**src/rtl/core/assert_macros.svh**
```systemverilog
// assertion helpers shared by the rtl
`ifndef ASSERT_MACROS_SVH
`define ASSERT_MACROS_SVH

// consequent must hold in the same cycle as the antecedent
`define ASSERT_IMPLY(label, clk, rst, ante, cons) \
  label: assert property (@(posedge clk) disable iff (rst) (ante) |-> (cons)) \
    else $error("implication check failed");

// expression must never be true outside reset
`define ASSERT_NEVER(label, clk, rst, expr) \
  label: assert property (@(posedge clk) disable iff (rst) !(expr)) \
    else $error("forbidden condition seen");

`endif

```
**src/rtl/core/ldbr_pkg.sv**
```systemverilog
// ----------------------------------------------------------------------------
// ldbr_pkg
// shared types and constants of the lcd dirty byte refresh block
// ----------------------------------------------------------------------------
package ldbr_pkg;

  localparam int COLUMNS_PER_CHIP_DEF = 64;
  localparam int PAGES_DEF            = 8;
  localparam int QUEUE_DEPTH          = 4;

  localparam logic [1:0] KIND_DATA   = 2'd0;
  localparam logic [1:0] KIND_PAGE   = 2'd1;
  localparam logic [1:0] KIND_COLUMN = 2'd2;

  // one classified byte position, as handed from front to back
  typedef struct packed {
    logic       hdr;
    logic       col_cmd;
    logic       wr;
    logic       chip;
    logic [7:0] page;
    logic [7:0] col;
    logic [7:0] data;
  } desc_t;

endpackage

```
**src/rtl/core/ldbr_front.sv**
```systemverilog
// ----------------------------------------------------------------------------
// ldbr_front
// scan position tracking and byte classification
// ----------------------------------------------------------------------------
`include "assert_macros.svh"

module ldbr_front import ldbr_pkg::*; #(
  parameter int COLUMNS_PER_CHIP = COLUMNS_PER_CHIP_DEF,
  parameter int PAGES            = PAGES_DEF
) (
  input  logic       clk,
  input  logic       rst,
  input  logic       push,
  output logic       full,
  input  logic [7:0] new_byte,
  input  logic [7:0] old_byte,
  output logic       q_push,
  input  logic       q_full,
  output desc_t      q_desc
);

  localparam int COL_W  = (COLUMNS_PER_CHIP > 1) ? $clog2(COLUMNS_PER_CHIP) : 1;
  localparam int PAGE_W = (PAGES > 1) ? $clog2(PAGES) : 1;

  logic [COL_W-1:0]  col;
  logic              chip;
  logic [PAGE_W-1:0] page;
  logic              stale;

  logic acc;
  logic at_col0;
  logic frame_start;
  logic changed;
  logic stale_eff;
  logic col_wrap;
  logic page_wrap;

  assign full        = q_full;
  assign acc         = push && !q_full;
  assign at_col0     = (col == '0);
  assign frame_start = at_col0 && !chip && (page == '0);
  assign changed     = (new_byte != old_byte);
  assign stale_eff   = stale || frame_start;
  assign col_wrap    = (col == COL_W'(COLUMNS_PER_CHIP - 1));
  assign page_wrap   = (page == PAGE_W'(PAGES - 1));

  assign q_push          = acc && (at_col0 || changed);
  assign q_desc.hdr      = at_col0;
  assign q_desc.col_cmd  = changed && stale_eff;
  assign q_desc.wr       = changed;
  assign q_desc.chip     = chip;
  assign q_desc.page     = 8'(page);
  assign q_desc.col      = 8'(col);
  assign q_desc.data     = new_byte;

  always_ff @(posedge clk) begin
    if (rst) begin
      col   <= '0;
      chip  <= 1'b0;
      page  <= '0;
      stale <= 1'b1;
    end else if (acc) begin
      stale <= !changed;
      if (col_wrap) begin
        col  <= '0;
        chip <= !chip;
        if (chip) begin
          page <= page_wrap ? '0 : page + PAGE_W'(1);
        end
      end else begin
        col <= col + COL_W'(1);
      end
    end
  end

  // a frame always opens with a page header and a fresh column address
  `ASSERT_IMPLY(a_frame_start_hdr, clk, rst, acc && frame_start,
                q_push && q_desc.hdr && (q_desc.col_cmd || !changed))
  `ASSERT_NEVER(a_page_range, clk, rst, page > PAGE_W'(PAGES - 1))

endmodule

```
**src/rtl/core/ldbr_queue.sv**
```systemverilog
// ----------------------------------------------------------------------------
// ldbr_queue
// short register queue between classification and command emission
// ----------------------------------------------------------------------------
`include "assert_macros.svh"

module ldbr_queue import ldbr_pkg::*; #(
  parameter int DEPTH = QUEUE_DEPTH
) (
  input  logic  clk,
  input  logic  rst,
  input  logic  wr,
  input  desc_t wr_data,
  output logic  full,
  input  logic  rd,
  output desc_t rd_data,
  output logic  empty
);

  localparam int PTR_W = (DEPTH > 1) ? $clog2(DEPTH) : 1;
  localparam int CNT_W = $clog2(DEPTH + 1);

  desc_t             mem [DEPTH];
  logic [PTR_W-1:0]  wr_ptr;
  logic [PTR_W-1:0]  rd_ptr;
  logic [CNT_W-1:0]  count;
  logic              do_wr;
  logic              do_rd;

  assign full    = (count == CNT_W'(DEPTH));
  assign empty   = (count == '0);
  assign do_wr   = wr && !full;
  assign do_rd   = rd && !empty;
  assign rd_data = mem[rd_ptr];

  always_ff @(posedge clk) begin
    if (do_wr) begin
      mem[wr_ptr] <= wr_data;
    end
  end

  always_ff @(posedge clk) begin
    if (rst) begin
      wr_ptr <= '0;
      rd_ptr <= '0;
      count  <= '0;
    end else begin
      if (do_wr) begin
        wr_ptr <= (wr_ptr == PTR_W'(DEPTH - 1)) ? '0 : wr_ptr + PTR_W'(1);
      end
      if (do_rd) begin
        rd_ptr <= (rd_ptr == PTR_W'(DEPTH - 1)) ? '0 : rd_ptr + PTR_W'(1);
      end
      if (do_wr && !do_rd) begin
        count <= count + CNT_W'(1);
      end else if (do_rd && !do_wr) begin
        count <= count - CNT_W'(1);
      end
    end
  end

  `ASSERT_NEVER(a_no_overflow, clk, rst, wr && full)
  `ASSERT_NEVER(a_count_range, clk, rst, count > CNT_W'(DEPTH))

endmodule

```
**src/rtl/core/ldbr_back.sv**
```systemverilog
// ----------------------------------------------------------------------------
// ldbr_back
// expands each classified position into display commands and data writes
// ----------------------------------------------------------------------------
`include "assert_macros.svh"

module ldbr_back import ldbr_pkg::*; (
  input  logic       clk,
  input  logic       rst,
  input  desc_t      q_desc,
  input  logic       q_empty,
  output logic       q_pop,
  output logic       empty,
  input  logic       pop,
  output logic [1:0] kind,
  output logic [7:0] value,
  output logic       chip,
  output logic       last
);

  localparam logic [1:0] PH_PAGE = 2'd0;
  localparam logic [1:0] PH_COL0 = 2'd1;
  localparam logic [1:0] PH_COL  = 2'd2;
  localparam logic [1:0] PH_DATA = 2'd3;

  logic [1:0] phase;
  logic [1:0] phase_next;
  logic [1:0] cur;
  logic [1:0] start_ph;
  logic       started;
  logic       emit;
  logic       emit_last;
  logic [1:0] emit_kind;
  logic [7:0] emit_value;

  logic       ovalid;
  logic [1:0] okind;
  logic [7:0] ovalue;
  logic       ochip;
  logic       olast;

  always_comb begin
    if (q_desc.hdr) begin
      start_ph = PH_PAGE;
    end else if (q_desc.col_cmd) begin
      start_ph = PH_COL;
    end else begin
      start_ph = PH_DATA;
    end
  end

  assign cur  = started ? phase : start_ph;
  assign emit = !q_empty && (!ovalid || pop);

  always_comb begin
    phase_next = PH_DATA;
    emit_last  = 1'b1;
    emit_kind  = KIND_DATA;
    emit_value = q_desc.data;
    unique case (cur)
      PH_PAGE: begin
        emit_kind  = KIND_PAGE;
        emit_value = q_desc.page;
        emit_last  = 1'b0;
        phase_next = PH_COL0;
      end
      PH_COL0: begin
        emit_kind  = KIND_COLUMN;
        emit_value = 8'd0;
        emit_last  = !q_desc.col_cmd && !q_desc.wr;
        phase_next = q_desc.col_cmd ? PH_COL : PH_DATA;
      end
      PH_COL: begin
        emit_kind  = KIND_COLUMN;
        emit_value = q_desc.col;
        emit_last  = 1'b0;
        phase_next = PH_DATA;
      end
      PH_DATA: begin
        emit_kind  = KIND_DATA;
        emit_value = q_desc.data;
        emit_last  = 1'b1;
        phase_next = PH_DATA;
      end
      default: begin
        emit_kind  = KIND_DATA;
        emit_value = q_desc.data;
        emit_last  = 1'b1;
        phase_next = PH_DATA;
      end
    endcase
  end

  assign q_pop = emit && emit_last;

  always_ff @(posedge clk) begin
    if (rst) begin
      started <= 1'b0;
      phase   <= PH_PAGE;
      ovalid  <= 1'b0;
    end else begin
      if (emit) begin
        started <= !emit_last;
        phase   <= phase_next;
        ovalid  <= 1'b1;
      end else if (pop) begin
        ovalid  <= 1'b0;
      end
    end
  end

  always_ff @(posedge clk) begin
    if (emit) begin
      okind  <= emit_kind;
      ovalue <= emit_value;
      ochip  <= q_desc.chip;
      olast  <= emit_last;
    end
  end

  assign empty = !ovalid;
  assign kind  = okind;
  assign value = ovalue;
  assign chip  = ochip;
  assign last  = olast;

  // a descriptor in progress keeps its queue entry until its final transaction
  `ASSERT_IMPLY(a_head_held, clk, rst, started, !q_empty)
  `ASSERT_IMPLY(a_pop_on_last, clk, rst, q_pop, emit && emit_last)

endmodule

```
**src/rtl/core/lcd_dirty_byte_refresh.sv**
```systemverilog
// ----------------------------------------------------------------------------
// lcd_dirty_byte_refresh
// delta refresh command generator for a two-chip page-organised lcd
// ----------------------------------------------------------------------------
// Frame bytes enter as new/old pairs in scan order, one per cycle when full
// is low; every pair is taken while full is low, whether or not it produces
// output. A classifier tracks the scan position and address flag and posts
// each position that needs output into a four-entry queue. The emitter drains
// the queue at one command or data transaction per cycle unless pop holds
// the output, so a half start with a changed byte takes up to four
// transactions and an unchanged byte inside a half takes none; sustained
// throughput is bounded by the output rate of one transaction per cycle.
// last marks the final transaction of a byte. No clearing pass is needed after reset.

module lcd_dirty_byte_refresh import ldbr_pkg::*; #(
  parameter int COLUMNS_PER_CHIP = COLUMNS_PER_CHIP_DEF,
  parameter int PAGES            = PAGES_DEF
) (
  input  logic       clk,
  input  logic       rst,
  input  logic       push,
  output logic       full,
  input  logic [7:0] new_byte,
  input  logic [7:0] old_byte,
  output logic       empty,
  input  logic       pop,
  output logic [1:0] kind,
  output logic [7:0] value,
  output logic       chip,
  output logic       last
);

  desc_t wr_desc;
  desc_t rd_desc;
  logic  q_push;
  logic  q_full;
  logic  q_pop;
  logic  q_empty;

  ldbr_front #(
    .COLUMNS_PER_CHIP (COLUMNS_PER_CHIP),
    .PAGES            (PAGES)
  ) u_front (
    .clk      (clk),
    .rst      (rst),
    .push     (push),
    .full     (full),
    .new_byte (new_byte),
    .old_byte (old_byte),
    .q_push   (q_push),
    .q_full   (q_full),
    .q_desc   (wr_desc)
  );

  ldbr_queue #(
    .DEPTH (QUEUE_DEPTH)
  ) u_queue (
    .clk     (clk),
    .rst     (rst),
    .wr      (q_push),
    .wr_data (wr_desc),
    .full    (q_full),
    .rd      (q_pop),
    .rd_data (rd_desc),
    .empty   (q_empty)
  );

  ldbr_back u_back (
    .clk     (clk),
    .rst     (rst),
    .q_desc  (rd_desc),
    .q_empty (q_empty),
    .q_pop   (q_pop),
    .empty   (empty),
    .pop     (pop),
    .kind    (kind),
    .value   (value),
    .chip    (chip),
    .last    (last)
  );

endmodule

```
**config.mk**
```make
export PLATFORM = sky130hd
export DESIGN_NAME = lcd_dirty_byte_refresh
export DESIGN_NICKNAME = d
export VERILOG_FILES = /design/src/rtl/core/ldbr_pkg.sv /design/src/rtl/core/ldbr_front.sv /design/src/rtl/core/ldbr_queue.sv /design/src/rtl/core/ldbr_back.sv /design/src/rtl/core/lcd_dirty_byte_refresh.sv
export VERILOG_INCLUDE_DIRS = /design/src /design/src/rtl/core
export SDC_FILE = /design/constraint.sdc
export NUM_CORES = 1
export LEC_CHECK = 0
export BUFFER_PORTS_ARGS = -buffer_cell sky130_fd_sc_hd__buf_2
export CORE_MARGIN = 2
export CORE_UTILIZATION = 36
export CTS_BUF_LIST = sky130_fd_sc_hd__clkbuf_4
export CTS_CLUSTER_SIZE = 28
export DETAILED_ROUTE_END_ITERATION = 8
export PLACE_DENSITY = 0.61
export SLEW_MARGIN = 20
export SYNTH_ARGS = -nofsm -noshare
export SYNTH_HDL_FRONTEND = slang
export SYNTH_SLANG_ARGS = --single-unit
export TNS_END_PERCENT = 20
```
**constraint.sdc**
```tcl
create_clock -name clk -period 3.2 [get_ports clk]
set_input_delay 0.64 -clock clk [delete_from_list [all_inputs] [get_ports clk]]
set_output_delay 0.64 -clock clk [all_outputs]
set_load 0.05 [all_outputs]
```
## After elaboration in Yosys (flattened, before gate mapping)

Memory sizes are Yosys's and may differ from the RTL's. A register that Yosys moved wholly into a read port is not among the register bits.
Cells that the tools add are included.

| word-level totals | value |
|---|---|
| ROM bits | 0 |
| bits in latches | 0 |
| bits in writable memories | 84 |
| flip-flop bits (word level) | 34 |
| memories kept | 1 |
| logic and storage cells | 85 |

| cells by class | value |
|---|---|
| reduce and logical (&&, ||, !) cells | 36 |
| equality and inequality tests | 9 |
| divide/modulo/power cells | 0 |
| multiply operators | 0 |
| add/sub/neg operators | 6 |
| bitwise logic cells | 0 |
| magnitude comparators | 0 |
| shift operators | 0 |
| multiplexer cells | 19 |

Memories:

| memory | words | bits a word | rd ports | clocked after Yosys merged registers in | wr ports | RTL line | source |
|---|---|---|---|---|---|---|---|
| u_queue.mem | 4 | 21 | 1 | 1 | 1 | ldbr_queue.sv:23 | `desc_t mem [DEPTH];` |

Operators by type and width:

| kind | count |
|---|---|
| 8-bit case mux with 4 select lines | 1 |
| 1-bit logical AND | 12 |
| 2-bit 2-to-1 mux | 6 |
| 2-bit case mux with 3 select lines | 2 |
| 1-bit zero test | 10 |
| 3-bit 2-to-1 mux | 3 |
| 2-bit equality test (second input constant) | 4 |
| 8-bit inequality test | 1 |
| 3-bit by 1-bit adder with 3-bit output (second input constant) | 2 |
| 6-bit by 1-bit adder with 6-bit output (second input constant) | 1 |
| 3-bit equality test (second input constant) | 2 |
| 6-bit equality test (second input constant) | 1 |
| 3-bit zero test | 2 |
| 6-bit zero test | 1 |
| 6-bit 2-to-1 mux | 1 |
| 2-bit OR reduction | 3 |
| 1-bit 2-to-1 mux | 5 |
| 2-bit by 1-bit adder with 2-bit output (second input constant) | 2 |
| 2-bit nonzero test | 2 |
| 1-bit logical OR | 3 |
| 1-bit case mux with 3 select lines | 1 |
| 3-bit AND reduction | 1 |
| 3-bit by 1-bit subtractor with 3-bit output (second input constant) | 1 |
| 2-bit by 1-bit equality test with 1-bit output (second input constant) | 1 |
| other kinds (2) | 2 |

## Longest topological paths before layout

Gate-level depths: netlist (run 1).

| logic depth | value |
|---|---|
| depth after elaboration | 11 |
| mapped depth | 17 |
| depth with buffers taken out | 14 |

## Modules after synthesis

From an unflattened synthesis (run 1), not the netlist that was laid out.

| second synthesis, totals | value |
|---|---|
| cells, all modules | 373 |
| area, all modules | 6,208.5 um^2 |

By module, submodules not included:

| module | area each (um^2) | cells each | sequential area each (um^2) | times used |
|---|---|---|---|---|
| ldbr_queue | 4,541.9 | 196 | 3,543.4 | 1 |
| ldbr_front | 844.6 | 102 | 220.2 | 1 |
| ldbr_back | 822.0 | 75 | 440.4 | 1 |

## Worst setup path after synthesis (run 1)

OpenSTA, ideal clock, no wires.

| path | value |
|---|---|
| path type | reg-to-reg |
| start point | register with a tool-made name |
| end point | register u_queue.count[2] |
| required time | 3.129 ns |
| cell stages (with the launch flop) | 18 |
| data arrival time | 3.067 ns |
| setup slack | 0.063 ns |
| path through | dfxtp_1 buf_6 buf_4 mux4_2 inv_1 mux2i_1 inv_1 ha_1 clkbuf_1 nand2b_1 nand3_1 nand2_1 ha_1 inv_1 fa_1 xor2_1 or3_1 a21oi_1 |

RTL lines:

| item | RTL line | source |
|---|---|---|
| end signal: assignment | ldbr_queue.sv:55 | `count <= count + CNT_W'(1);` |
| end signal: assignment | ldbr_queue.sv:57 | `count <= count - CNT_W'(1);` |
| end: declaration | ldbr_queue.sv:26 | `logic [CNT_W-1:0] count;` |

==> results of run 1 <==
==> registers in the layout (all words and copies together) (netlist names), 2 cells and up, named ones only <==
name,cells
u_queue.mem,84
u_back.value,8
u_front.col,6
u_front.page,3
u_queue.count,3
u_back.kind,2
u_back.phase,2
u_queue.rd_ptr,2
u_queue.wr_ptr,2
==> cells in the mapped netlist (5+ instances only) <==
master / count / area (sq um)
a21oi_1: 9 / 45.0
a22oi_1: 6 / 45.0
and2_1: 9 / 56.3
buf_6: 5 / 56.3
dfxtp_1: 24 / 480
edfxtp_1: 96 / 2880
ha_1: 17 / 213
inv_1: 16 / 60.1
mux2i_1: 8 / 80.1
mux4_2: 19 / 428
nand2_1: 11 / 41.3
nand3_1: 5 / 25.0
nand4_1: 6 / 37.5
nor2_1: 13 / 48.8
nor2b_1: 5 / 31.3
o21ai_0: 6 / 30.0
xor2_1: 14 / 123
==> critical path, cell delays in order (launching register included) <==
cell	delay, ns
dfxtp_2	0.37
mux4_2	0.52
nor3_2	0.22
a21o_1	0.16
ha_2	0.21
nand2b_4	0.14
nand3_2	0.07
nand2_1	0.09
ha_2	0.18
inv_1	0.06
fa_2	0.34
xor2_1	0.18
or3_1	0.31
a21oi_1	0.14
==> cell type report <==
class / count / area (sq um)
inverter: 18 / 67.6
multi-input combinational: 176 / 1620
sequential: 120 / 3370
fill: 1269 / 8060
antenna: 1 / 2.50
clock buffer: 18 / 135
tap: 180 / 225
timing repair buffer: 50 / 293
clock inverter: 14 / 109
==> repair_timing <==
item                       CTS  global route
setup buffers                0             2
pin swaps                    0             1
gates resized for setup      1             8
setup endpoints to repair    1             1
==> power by group <==
part | total (uW) | switching, uW | internal, uW
combinational | 1620 | 1060 | 566
sequential | 2240 | 128 | 2110
clock | 933 | 551 | 382
==> stage by stage <==
stage | total power (uW) | setup WS, ns | util [%] | instance area (sq um)
floorplan | 3460 | 0.0629 | - | 5120
global placement | 3860 | 0.145 | 39.8 | 5530
detailed placement | 3890 | 0.0177 | 39.8 | 5530
CTS | 4830 | 0.0689 | 41.6 | 5770
global route | 5090 | 0.00401 | 41.9 | 5820
finish | 4790 | 0.155 | 41.9 | 5820
==> kinds of logic (layout without fill, tap and decap cells) <==
group                    Yosys count  in the layout  synth area share [%]
XOR/XNOR                          16             16                  2.88
buffers and inverters             31            100                  3.27
other                              0              1                     0
AO/OA/AOI/OAI                     38             38                  4.84
adder cells (fa/ha/maj)           18             18                  4.54
flip-flops                       120            120                  65.7
multiplexers                      27             27                  9.92
AND/OR/NAND/NOR                   77             77                  8.89
==> per-layer routing <==
metal  GRT usage (%)  vias to the layer above  routed length [microns]
li1                -                     1370                        -
met1            15.3                     1376                     3940
met2            22.4                       47                     4710
met3            4.01                       10                      278
met4            5.75                        0                      169
met5               0                        -                        0
==> worst paths after layout <==
check                                 from                       endpoint  slack [ns]  cells after the start
max reg2reg                       register  u_queue.count[2]$_SDFFE_PP0P_        0.15                     13
min                            new_byte[3]    u_queue.mem[0][3]$_DFFE_PP_        0.37                      1
min reg2reg  u_queue.count[2]$_SDFFE_PP0P_  u_queue.count[2]$_SDFFE_PP0P_        0.51                      2
max                               register  u_queue.count[2]$_SDFFE_PP0P_        0.15                     13
==> results.json, run 1 <==
{
  "hold_violations": 0,
  "num_rows": 43,
  "hpwl_microns": 5990,
  "cp-start-kind": "register",
  "required_ns": 3.64,
  "whs_ns": 0.369,
  "cts-buffers-inserted": 17,
  "crit_fanout": 3,
  "grt_pass1_vias": 2878,
  "drv_cap": 0,
  "placed_cells": 542,
  "yosysSeqAreaShare_pct": 65.7,
  "peakVddDrop_mv": 0.263,
  "grt_max_degree": 28,
  "nets": 421,
  "finalNonFillerCells": 577,
  "start_util_pct": 36.9,
  "clock_sinks": 120,
  "drv_slew": 0,
  "avgRoutedWirePerCell_microns": 15.8,
  "setup_viol": 0,
  "min_period_ns": 3.05,
  "tns_ns": 0,
  "htree_levels": 4,
  "numPortBuffers": 33,
  "min_path_type": "input port to register",
  "core_area_sq_um": 13900,
  "first_iter_violations": 155,
  "syn_nets": 365,
  "final_cell_mix": "edfxtp_1, buf_2, dfxtp_1",
  "grt_use_total_pct": 13.1,
  "ant_nets": 0,
  "root_buffer": "clkbuf_4",
  "arrival_ns": 3.48,
  "synthCells": 327,
  "cts_hold_buf": 0,
  "cts_tree": "yes",
  "powerDensity_nw_per_um2": 824,
  "worst_pin_slew_ns": 0.537,
  "postRouteWirelength_microns": 9100,
  "worstSetupPathType": "register to register",
  "die_area_sq_um": 15200,
  "io-pin-count": 34,
  "syn_to_final_growth_pct": 13.6,
  "rsz0062_at_grt": "no",
  "syn_area_sq_um": 5120,
  "slew_headroom_pct": 64.2,
  "drive_gt1_share_pct": 29.8,
  "ctsLongestPathBuffers": 2,
  "async_flop_share_pct": 0,
  "synth_seq_cells": 120,
  "final_common_cell": "edfxtp_1",
  "gr-total-overflow": 0,
  "synth-main-ff-cell": "edfxtp_1",
  "finalCritPeriodShare_pct": 95.2,
  "vias": 2803,
  "path_clk_slew_ns": 0.10,
  "synth_edf_count": 96,
  "via_per_inst": 4.86,
  "end_kind": "register",
  "p_leak_uw": 0.00206,
  "status": "completed",
  "ys_types": 48,
  "grt_pass1_wl_microns": 14700,
  "syn_area_per_cell_sq_um": 15.7,
  "max_freq_mhz": 328,
  "die_y_microns": 123,
  "clock_skew_ns": 0.0160,
  "first_pass_iters": 4,
  "ys_warn_count": 0,
  "drc": 0,
  "gp_congestion": 0.747,
  "die_w_microns": 123,
  "antenna_found_initial": 0,
  "clk_latency_ns": 0.51
}
Power figures use the tool's default switching activity.
==> inputs of run 2 (changes only) <==
--- a/config.mk
+++ b/config.mk
@@ -7,12 +7,12 @@
 export NUM_CORES = 1
 export LEC_CHECK = 0
 export BUFFER_PORTS_ARGS = -buffer_cell sky130_fd_sc_hd__buf_2
-export CORE_MARGIN = 2
-export CORE_UTILIZATION = 36
+export CORE_MARGIN = 3
+export CORE_UTILIZATION = 54
 export CTS_BUF_LIST = sky130_fd_sc_hd__clkbuf_4
 export CTS_CLUSTER_SIZE = 28
 export DETAILED_ROUTE_END_ITERATION = 8
-export PLACE_DENSITY = 0.61
+export PLACE_DENSITY = 0.82
 export SLEW_MARGIN = 20
 export SYNTH_ARGS = -nofsm -noshare
 export SYNTH_HDL_FRONTEND = slang
==> run 2 against run 1 <==
Against the previous run: die area down 30%; setup slack worse by 0.046 ns; combinational power about the same; first-iteration DRC count down 1.9%; critical path depth unchanged; final area down 0.13%; sequential share of layout area up 0.16 points; maximum frequency down 1.5%; count of clock-buffer cells in the layout up 3; register-to-register slack worse by 0.05 ns; via count up 4.8%; sequential cell count unchanged; critical path type unchanged; largest power group unchanged.
==> results.json, run 2 (synthesized netlist as in run 1, its figures left out) <==
{
  "first_iter_violations": 152,
  "crit_chain": "mux4_2 -> nor3_4 -> a21o_1 -> ha_2 -> nand2b_4 -> nand3_1 -> nand2_1 -> ha_2 -> inv_1 -> fa_1 -> xor2_1 -> or3_1 -> a21oi_1",
  "min_period_ns": 3.09,
  "setup_viol": 0,
  "final_common_cell": "edfxtp_1",
  "status": "completed",
  "core_area_sq_um": 8980,
  "end_kind": "register",
  "via_per_inst": 5.63,
  "cp-start-kind": "register",
  "slowest_stage": "mux4_2",
  "min_path_type": "input port to register",
  "n_fill_cell": 625,
  "gp_congestion": 0.805,
  "final_cell_mix": "edfxtp_1, buf_2, dfxtp_1",
  "largest_register": "u_queue.mem",
  "postRouteWirelength_microns": 9530,
  "grt_max_degree": 28,
  "ctsLongestPathBuffers": 2,
  "finalNonFillerCells": 522,
  "cts-buffers-inserted": 17,
  "num_rows": 34,
  "hold_violations": 0,
  "drv_slew": 0,
  "whs_ns": 0.379,
  "antenna_found_initial": 1,
  "htree_levels": 4,
  "tns_ns": 0,
  "drc": 0,
  "slew_headroom_pct": 64.8,
  "largest_reg_flops": 84,
  "finalCritPeriodShare_pct": 96.6,
  "dpl_cell_area_sq_um": 5430,
  "cts_tree": "yes",
  "die_area_sq_um": 10700,
  "layout_setup_ws_ns": 0.108,
  "drive_gt1_share_pct": 30.1,
  "stdcell_area_sq_um": 5810,
  "gr-total-overflow": 0,
  "first_pass_iters": 5,
  "cp_common_cell": "ha_2",
  "grt_use_total_pct": 19.2,
  "arrival_ns": 3.52,
  "syn_to_final_growth_pct": 13.4,
  "clock_skew_ns": 0.0129,
  "avgRoutedWirePerCell_microns": 18.3,
  "peakVddDrop_mv": 0.363,
  "io-pin-count": 34,
  "max_freq_mhz": 323,
  "die_w_microns": 103,
  "ant_nets": 0,
  "dpl_worst_slack_ns": 0.0457,
  "required_ns": 3.63,
  "grt_pass1_wl_microns": 15000,
  "crit_fanout": 3,
  "start_util_pct": 57.1,
  "hpwl_microns": 5940,
  "critPathBufInv": 1,
  "placed_cells": 484,
  "vias": 2938,
  "powerDensity_nw_per_um2": 858,
  "worst_pin_slew_ns": 0.528,
  "slowest_delay_ns": 0.53,
  "drv_cap": 0,
  "nets": 420,
  "worstSetupPathType": "register to register",
  "grt_pass1_vias": 2998,
  "clock_sinks": 120,
  "path_clk_slew_ns": 0.10,
  "root_buffer": "clkbuf_4",
  "p_leak_uw": 0.00210,
  "die_y_microns": 103,
  "numPortBuffers": 33,
  "clk_latency_ns": 0.50,
  "crit_family": "simple AND/OR/NAND/NOR gates"
}
-- run 2: cell types whose count changed in the layout (fill, tap and decap cells not counted), sizes merged --
cell      change
bufinv        +2
clkinvlp      -3
buf           -1
clkinv        -1
clkbuf        +3
inv           -1
-- run 2: stage by stage --
step           power [uW]  utilization, %
2_1_floorplan        3460               -
3_3_place_gp         3800            60.5
3_5_place_dp         3860            60.5
4_1_cts              4930            63.9
5_1_grt              5230            64.7
6_report             4990            64.7
-- run 2: worst paths after layout --
path	from	endpoint	cells past startpoint	slack, ns
setup / recovery	u_queue.mem[3][20]$_DFFE_PP_	u_queue.count[2]$_SDFFE_PP0P_	13	0.11
hold / removal	new_byte[0]	u_queue.mem[0][0]$_DFFE_PP_	1	0.38
setup reg to reg	u_queue.mem[3][20]$_DFFE_PP_	u_queue.count[2]$_SDFFE_PP0P_	13	0.11
hold reg to reg	u_back.phase[0]$_SDFFE_PP0P_	u_back.phase[0]$_SDFFE_PP0P_	2	0.53
-- run 2: metal layers --
layer  wire, microns  vias to the layer above  GRT usage, %
met2            5030                      105          32.5
li1                -                     1357             -
met5               0                        -             0
met3             529                       21          6.04
met4             204                        0          7.47
met1            3770                     1455          23.1
-- run 2: area by class of cell --
type,count,area [sq um],share of cell area [%]
Antenna cell,1,2.50,0.0431
Clock buffer,21,158,2.71
Clock inverter,11,130,2.24
Inverter,18,67.6,1.16
Multi-Input combinational cell,176,1640,28.2
Sequential cell,120,3370,58.0
Tap cell,126,158,2.71
Timing Repair Buffer,49,285,4.91
-- run 2: power breakdown --
| part | internal [uW] | switching [uW] | total [uW] |
|---|---|---|---|
| registers | 2110 | 147 | 2260 |
| clock network | 565 | 520 | 1080 |
| logic | 569 | 1070 | 1640 |
-- run 2: timing repair --
| item | 4_1_cts | 5_1_grt |
|---|---|---|
| resized for setup | 1 | 13 |
| pin swaps | 0 | 1 |
| endpoints found under the setup margin | 1 | 2 |
| gates cloned | 0 | 0 |
| hold buffers | 0 | 0 |
| buffers inserted | 2 | 3 |
==> inputs of run 3 (changes only) <==
--- a/config.mk
+++ b/config.mk
@@ -9,8 +9,8 @@
 export BUFFER_PORTS_ARGS = -buffer_cell sky130_fd_sc_hd__buf_2
 export CORE_MARGIN = 3
 export CORE_UTILIZATION = 54
-export CTS_BUF_LIST = sky130_fd_sc_hd__clkbuf_4
-export CTS_CLUSTER_SIZE = 28
+export CTS_BUF_LIST = sky130_fd_sc_hd__clkbuf_16
+export CTS_CLUSTER_SIZE = 10
 export DETAILED_ROUTE_END_ITERATION = 8
 export PLACE_DENSITY = 0.82
 export SLEW_MARGIN = 20
==> constraint.sdc (replaced) <==
create_clock -name clk -period 3.2 [get_ports clk]
set_input_delay 0.64 -clock clk [delete_from_list [all_inputs] [get_ports clk]]
set_output_delay 0.64 -clock clk [all_outputs]
set_load 0.02 [all_outputs]
==> run 3 against run 2 <==
Against the previous run: setup slack got worse by 0.070 ns; critical path depth is the same; maximum frequency decreased by 2.2%; via count grew 4.6%; register-to-register slack lost 0.07 ns; clock power rose by 68%; critical path type unchanged; highest routed layer unchanged.
==> results.json, run 3 (synthesized netlist as in run 1, its figures left out) <==
{
  "status": "completed",
  "setup_viol": 0,
  "avgRoutedWirePerCell_microns": 20.0,
  "die_w_microns": 103,
  "drc": 0,
  "worstSetupPathType": "register to register",
  "seq_power_share_pct": 40.6,
  "combPwrFrac_pct": 27.0,
  "switching_share_pct": 30.1,
  "num_antenna_cells": 0,
  "min_period_ns": 3.16,
  "max_freq_mhz": 316,
  "syn_to_final_growth_pct": 19.4,
  "layout_setup_ws_ns": 0.0384,
  "cts_hold_buf": 0,
  "first_iter_violations": 259,
  "hpwl_microns": 5940,
  "path_clk_slew_ns": 0.06,
  "finalCritPeriodShare_pct": 98.8,
  "min_path_type": "input port to register",
  "powerDensity_nw_per_um2": 915,
  "first_pass_iters": 6,
  "p_leak_uw": 0.00224,
  "peakVddDrop_mv": 0.390,
  "tns_ns": 0,
  "slew_headroom_pct": 63.7,
  "gp_congestion": 0.805,
  "clk_latency_ns": 0.41,
  "grt_pass1_wl_microns": 15300,
  "final_cell_mix": "edfxtp_1, buf_2, dfxtp_1",
  "vias": 3074,
  "start_util_pct": 57.1,
  "clockPowerShare_pct": 32.4,
  "die_area_sq_um": 10700,
  "via_per_inst": 5.89,
  "grt_pass1_vias": 2943,
  "grt_max_degree": 28,
  "die_y_microns": 103,
  "ctsLongestPathBuffers": 2,
  "num_rows": 34,
  "crit_fanout": 3,
  "drv_cap": 0,
  "multi_input_area_sq_um": 1660,
  "grt_use_total_pct": 19.7,
  "postRouteWirelength_microns": 10400,
  "clock_sinks": 120,
  "io-pin-count": 34,
  "n_fill_cell": 560,
  "cts_tree": "yes",
  "numPortBuffers": 33,
  "required_ns": 3.53,
  "drive_gt1_share_pct": 30.6,
  "p_int_uw": 3910,
  "end_kind": "register",
  "antenna_found_initial": 0,
  "seqCellArea_sq_um": 3370,
  "dpl_worst_slack_ns": 0.0457,
  "nets": 421,
  "gr-total-overflow": 0,
  "ant_nets": 0,
  "cp-start-kind": "register",
  "largest_register": "u_queue.mem",
  "clock_skew_ns": 0.0135,
  "cts-buffers-inserted": 17,
  "arrival_ns": 3.49,
  "drv_slew": 0,
  "switching_power_uw": 1690,
  "hold_violations": 0,
  "largest_reg_flops": 84,
  "htree_levels": 4,
  "final_common_cell": "edfxtp_1",
  "hp-start": "new_byte[0]",
  "core_area_sq_um": 8980,
  "root_buffer": "clkbuf_16",
  "worst_pin_slew_ns": 0.545
}
run 3: changes by cell type in the layout (fill, tap and decap cells not counted), sizes merged:
cell	delta
buf	+1
clkbuf	-4
diode	-1
inv	+4
run 3: area by class of cell:
type / instances / area share (%)
Multi-Input combinational cell: 176 / 27.1
Tap cell: 126 / 2.58
Clock inverter: 15 / 2.37
Timing Repair Buffer: 50 / 4.79
Clock buffer: 17 / 6.95
Inverter: 18 / 1.10
Sequential cell: 120 / 55.1
run 3: power groups by stage:
stage / clock network (uW) / logic (uW) / registers (uW)
global route: 1890 / 1630 / 2310
floorplan: 0 / 901 / 2360
global placement: 0 / 1340 / 2260
detailed placement: 0 / 1380 / 2280
finish: 1810 / 1510 / 2270
CTS: 1830 / 1410 / 2260
run 3: what timing repair did:
item	CTS	global route
pin swaps	0	5
gates resized for setup	3	16
setup buffers	2	4
endpoints found under the setup margin	1	1
run 3: path summary, 6_finish.rpt:
check	end	slack (ns)	cells after the start
max	u_queue.count[2]$_SDFFE_PP0P_	0.04	13
min	u_queue.mem[2][0]$_DFFE_PP_	0.48	1
max reg2reg	u_queue.count[2]$_SDFFE_PP0P_	0.04	13
min reg2reg	u_back.phase[1]$_SDFFE_PP0P_	0.52	2
run 3: per-layer routing:
metal / share of wire (%) / up-vias / track usage [%]
li1: - / 1365 / -
met1: 40 / 1522 / 24.9
met2: 51 / 154 / 32.3
met3: 6.5 / 33 / 5.63
met4: 2.6 / 0 / 7.57
met5: 0 / - / 0
run 3: worst max-delay path: stages, from the launching register on:
cell	delay [ns]
dfxtp_4	0.37
mux4_2	0.55
nor3_4	0.20
a21o_1	0.17
ha_2	0.22
nand2b_4	0.14
nand3_2	0.08
nand2_2	0.12
ha_4	0.15
inv_2	0.04
fa_2	0.37
xor2_2	0.19
or3_1	0.35
a21oi_1	0.14
run 3: per-stage QoR:
| stage | util (%) | cell area (sq um) | power, uW | hold WS [ns] | instances |
|---|---|---|---|---|---|
| global route | 68.1 | 6120 | 5830 | 0.472 | 522 |
| finish | 68.1 | 6120 | 5600 | 0.477 | 522 |
| global placement | 60.5 | 5430 | 3590 | 0.481 | 484 |
| CTS | 67.1 | 6020 | 5500 | 0.460 | 518 |
| floorplan | - | 5120 | 3260 | 0.466 | 327 |
| detailed placement | 60.5 | 5430 | 3660 | 0.512 | 484 |
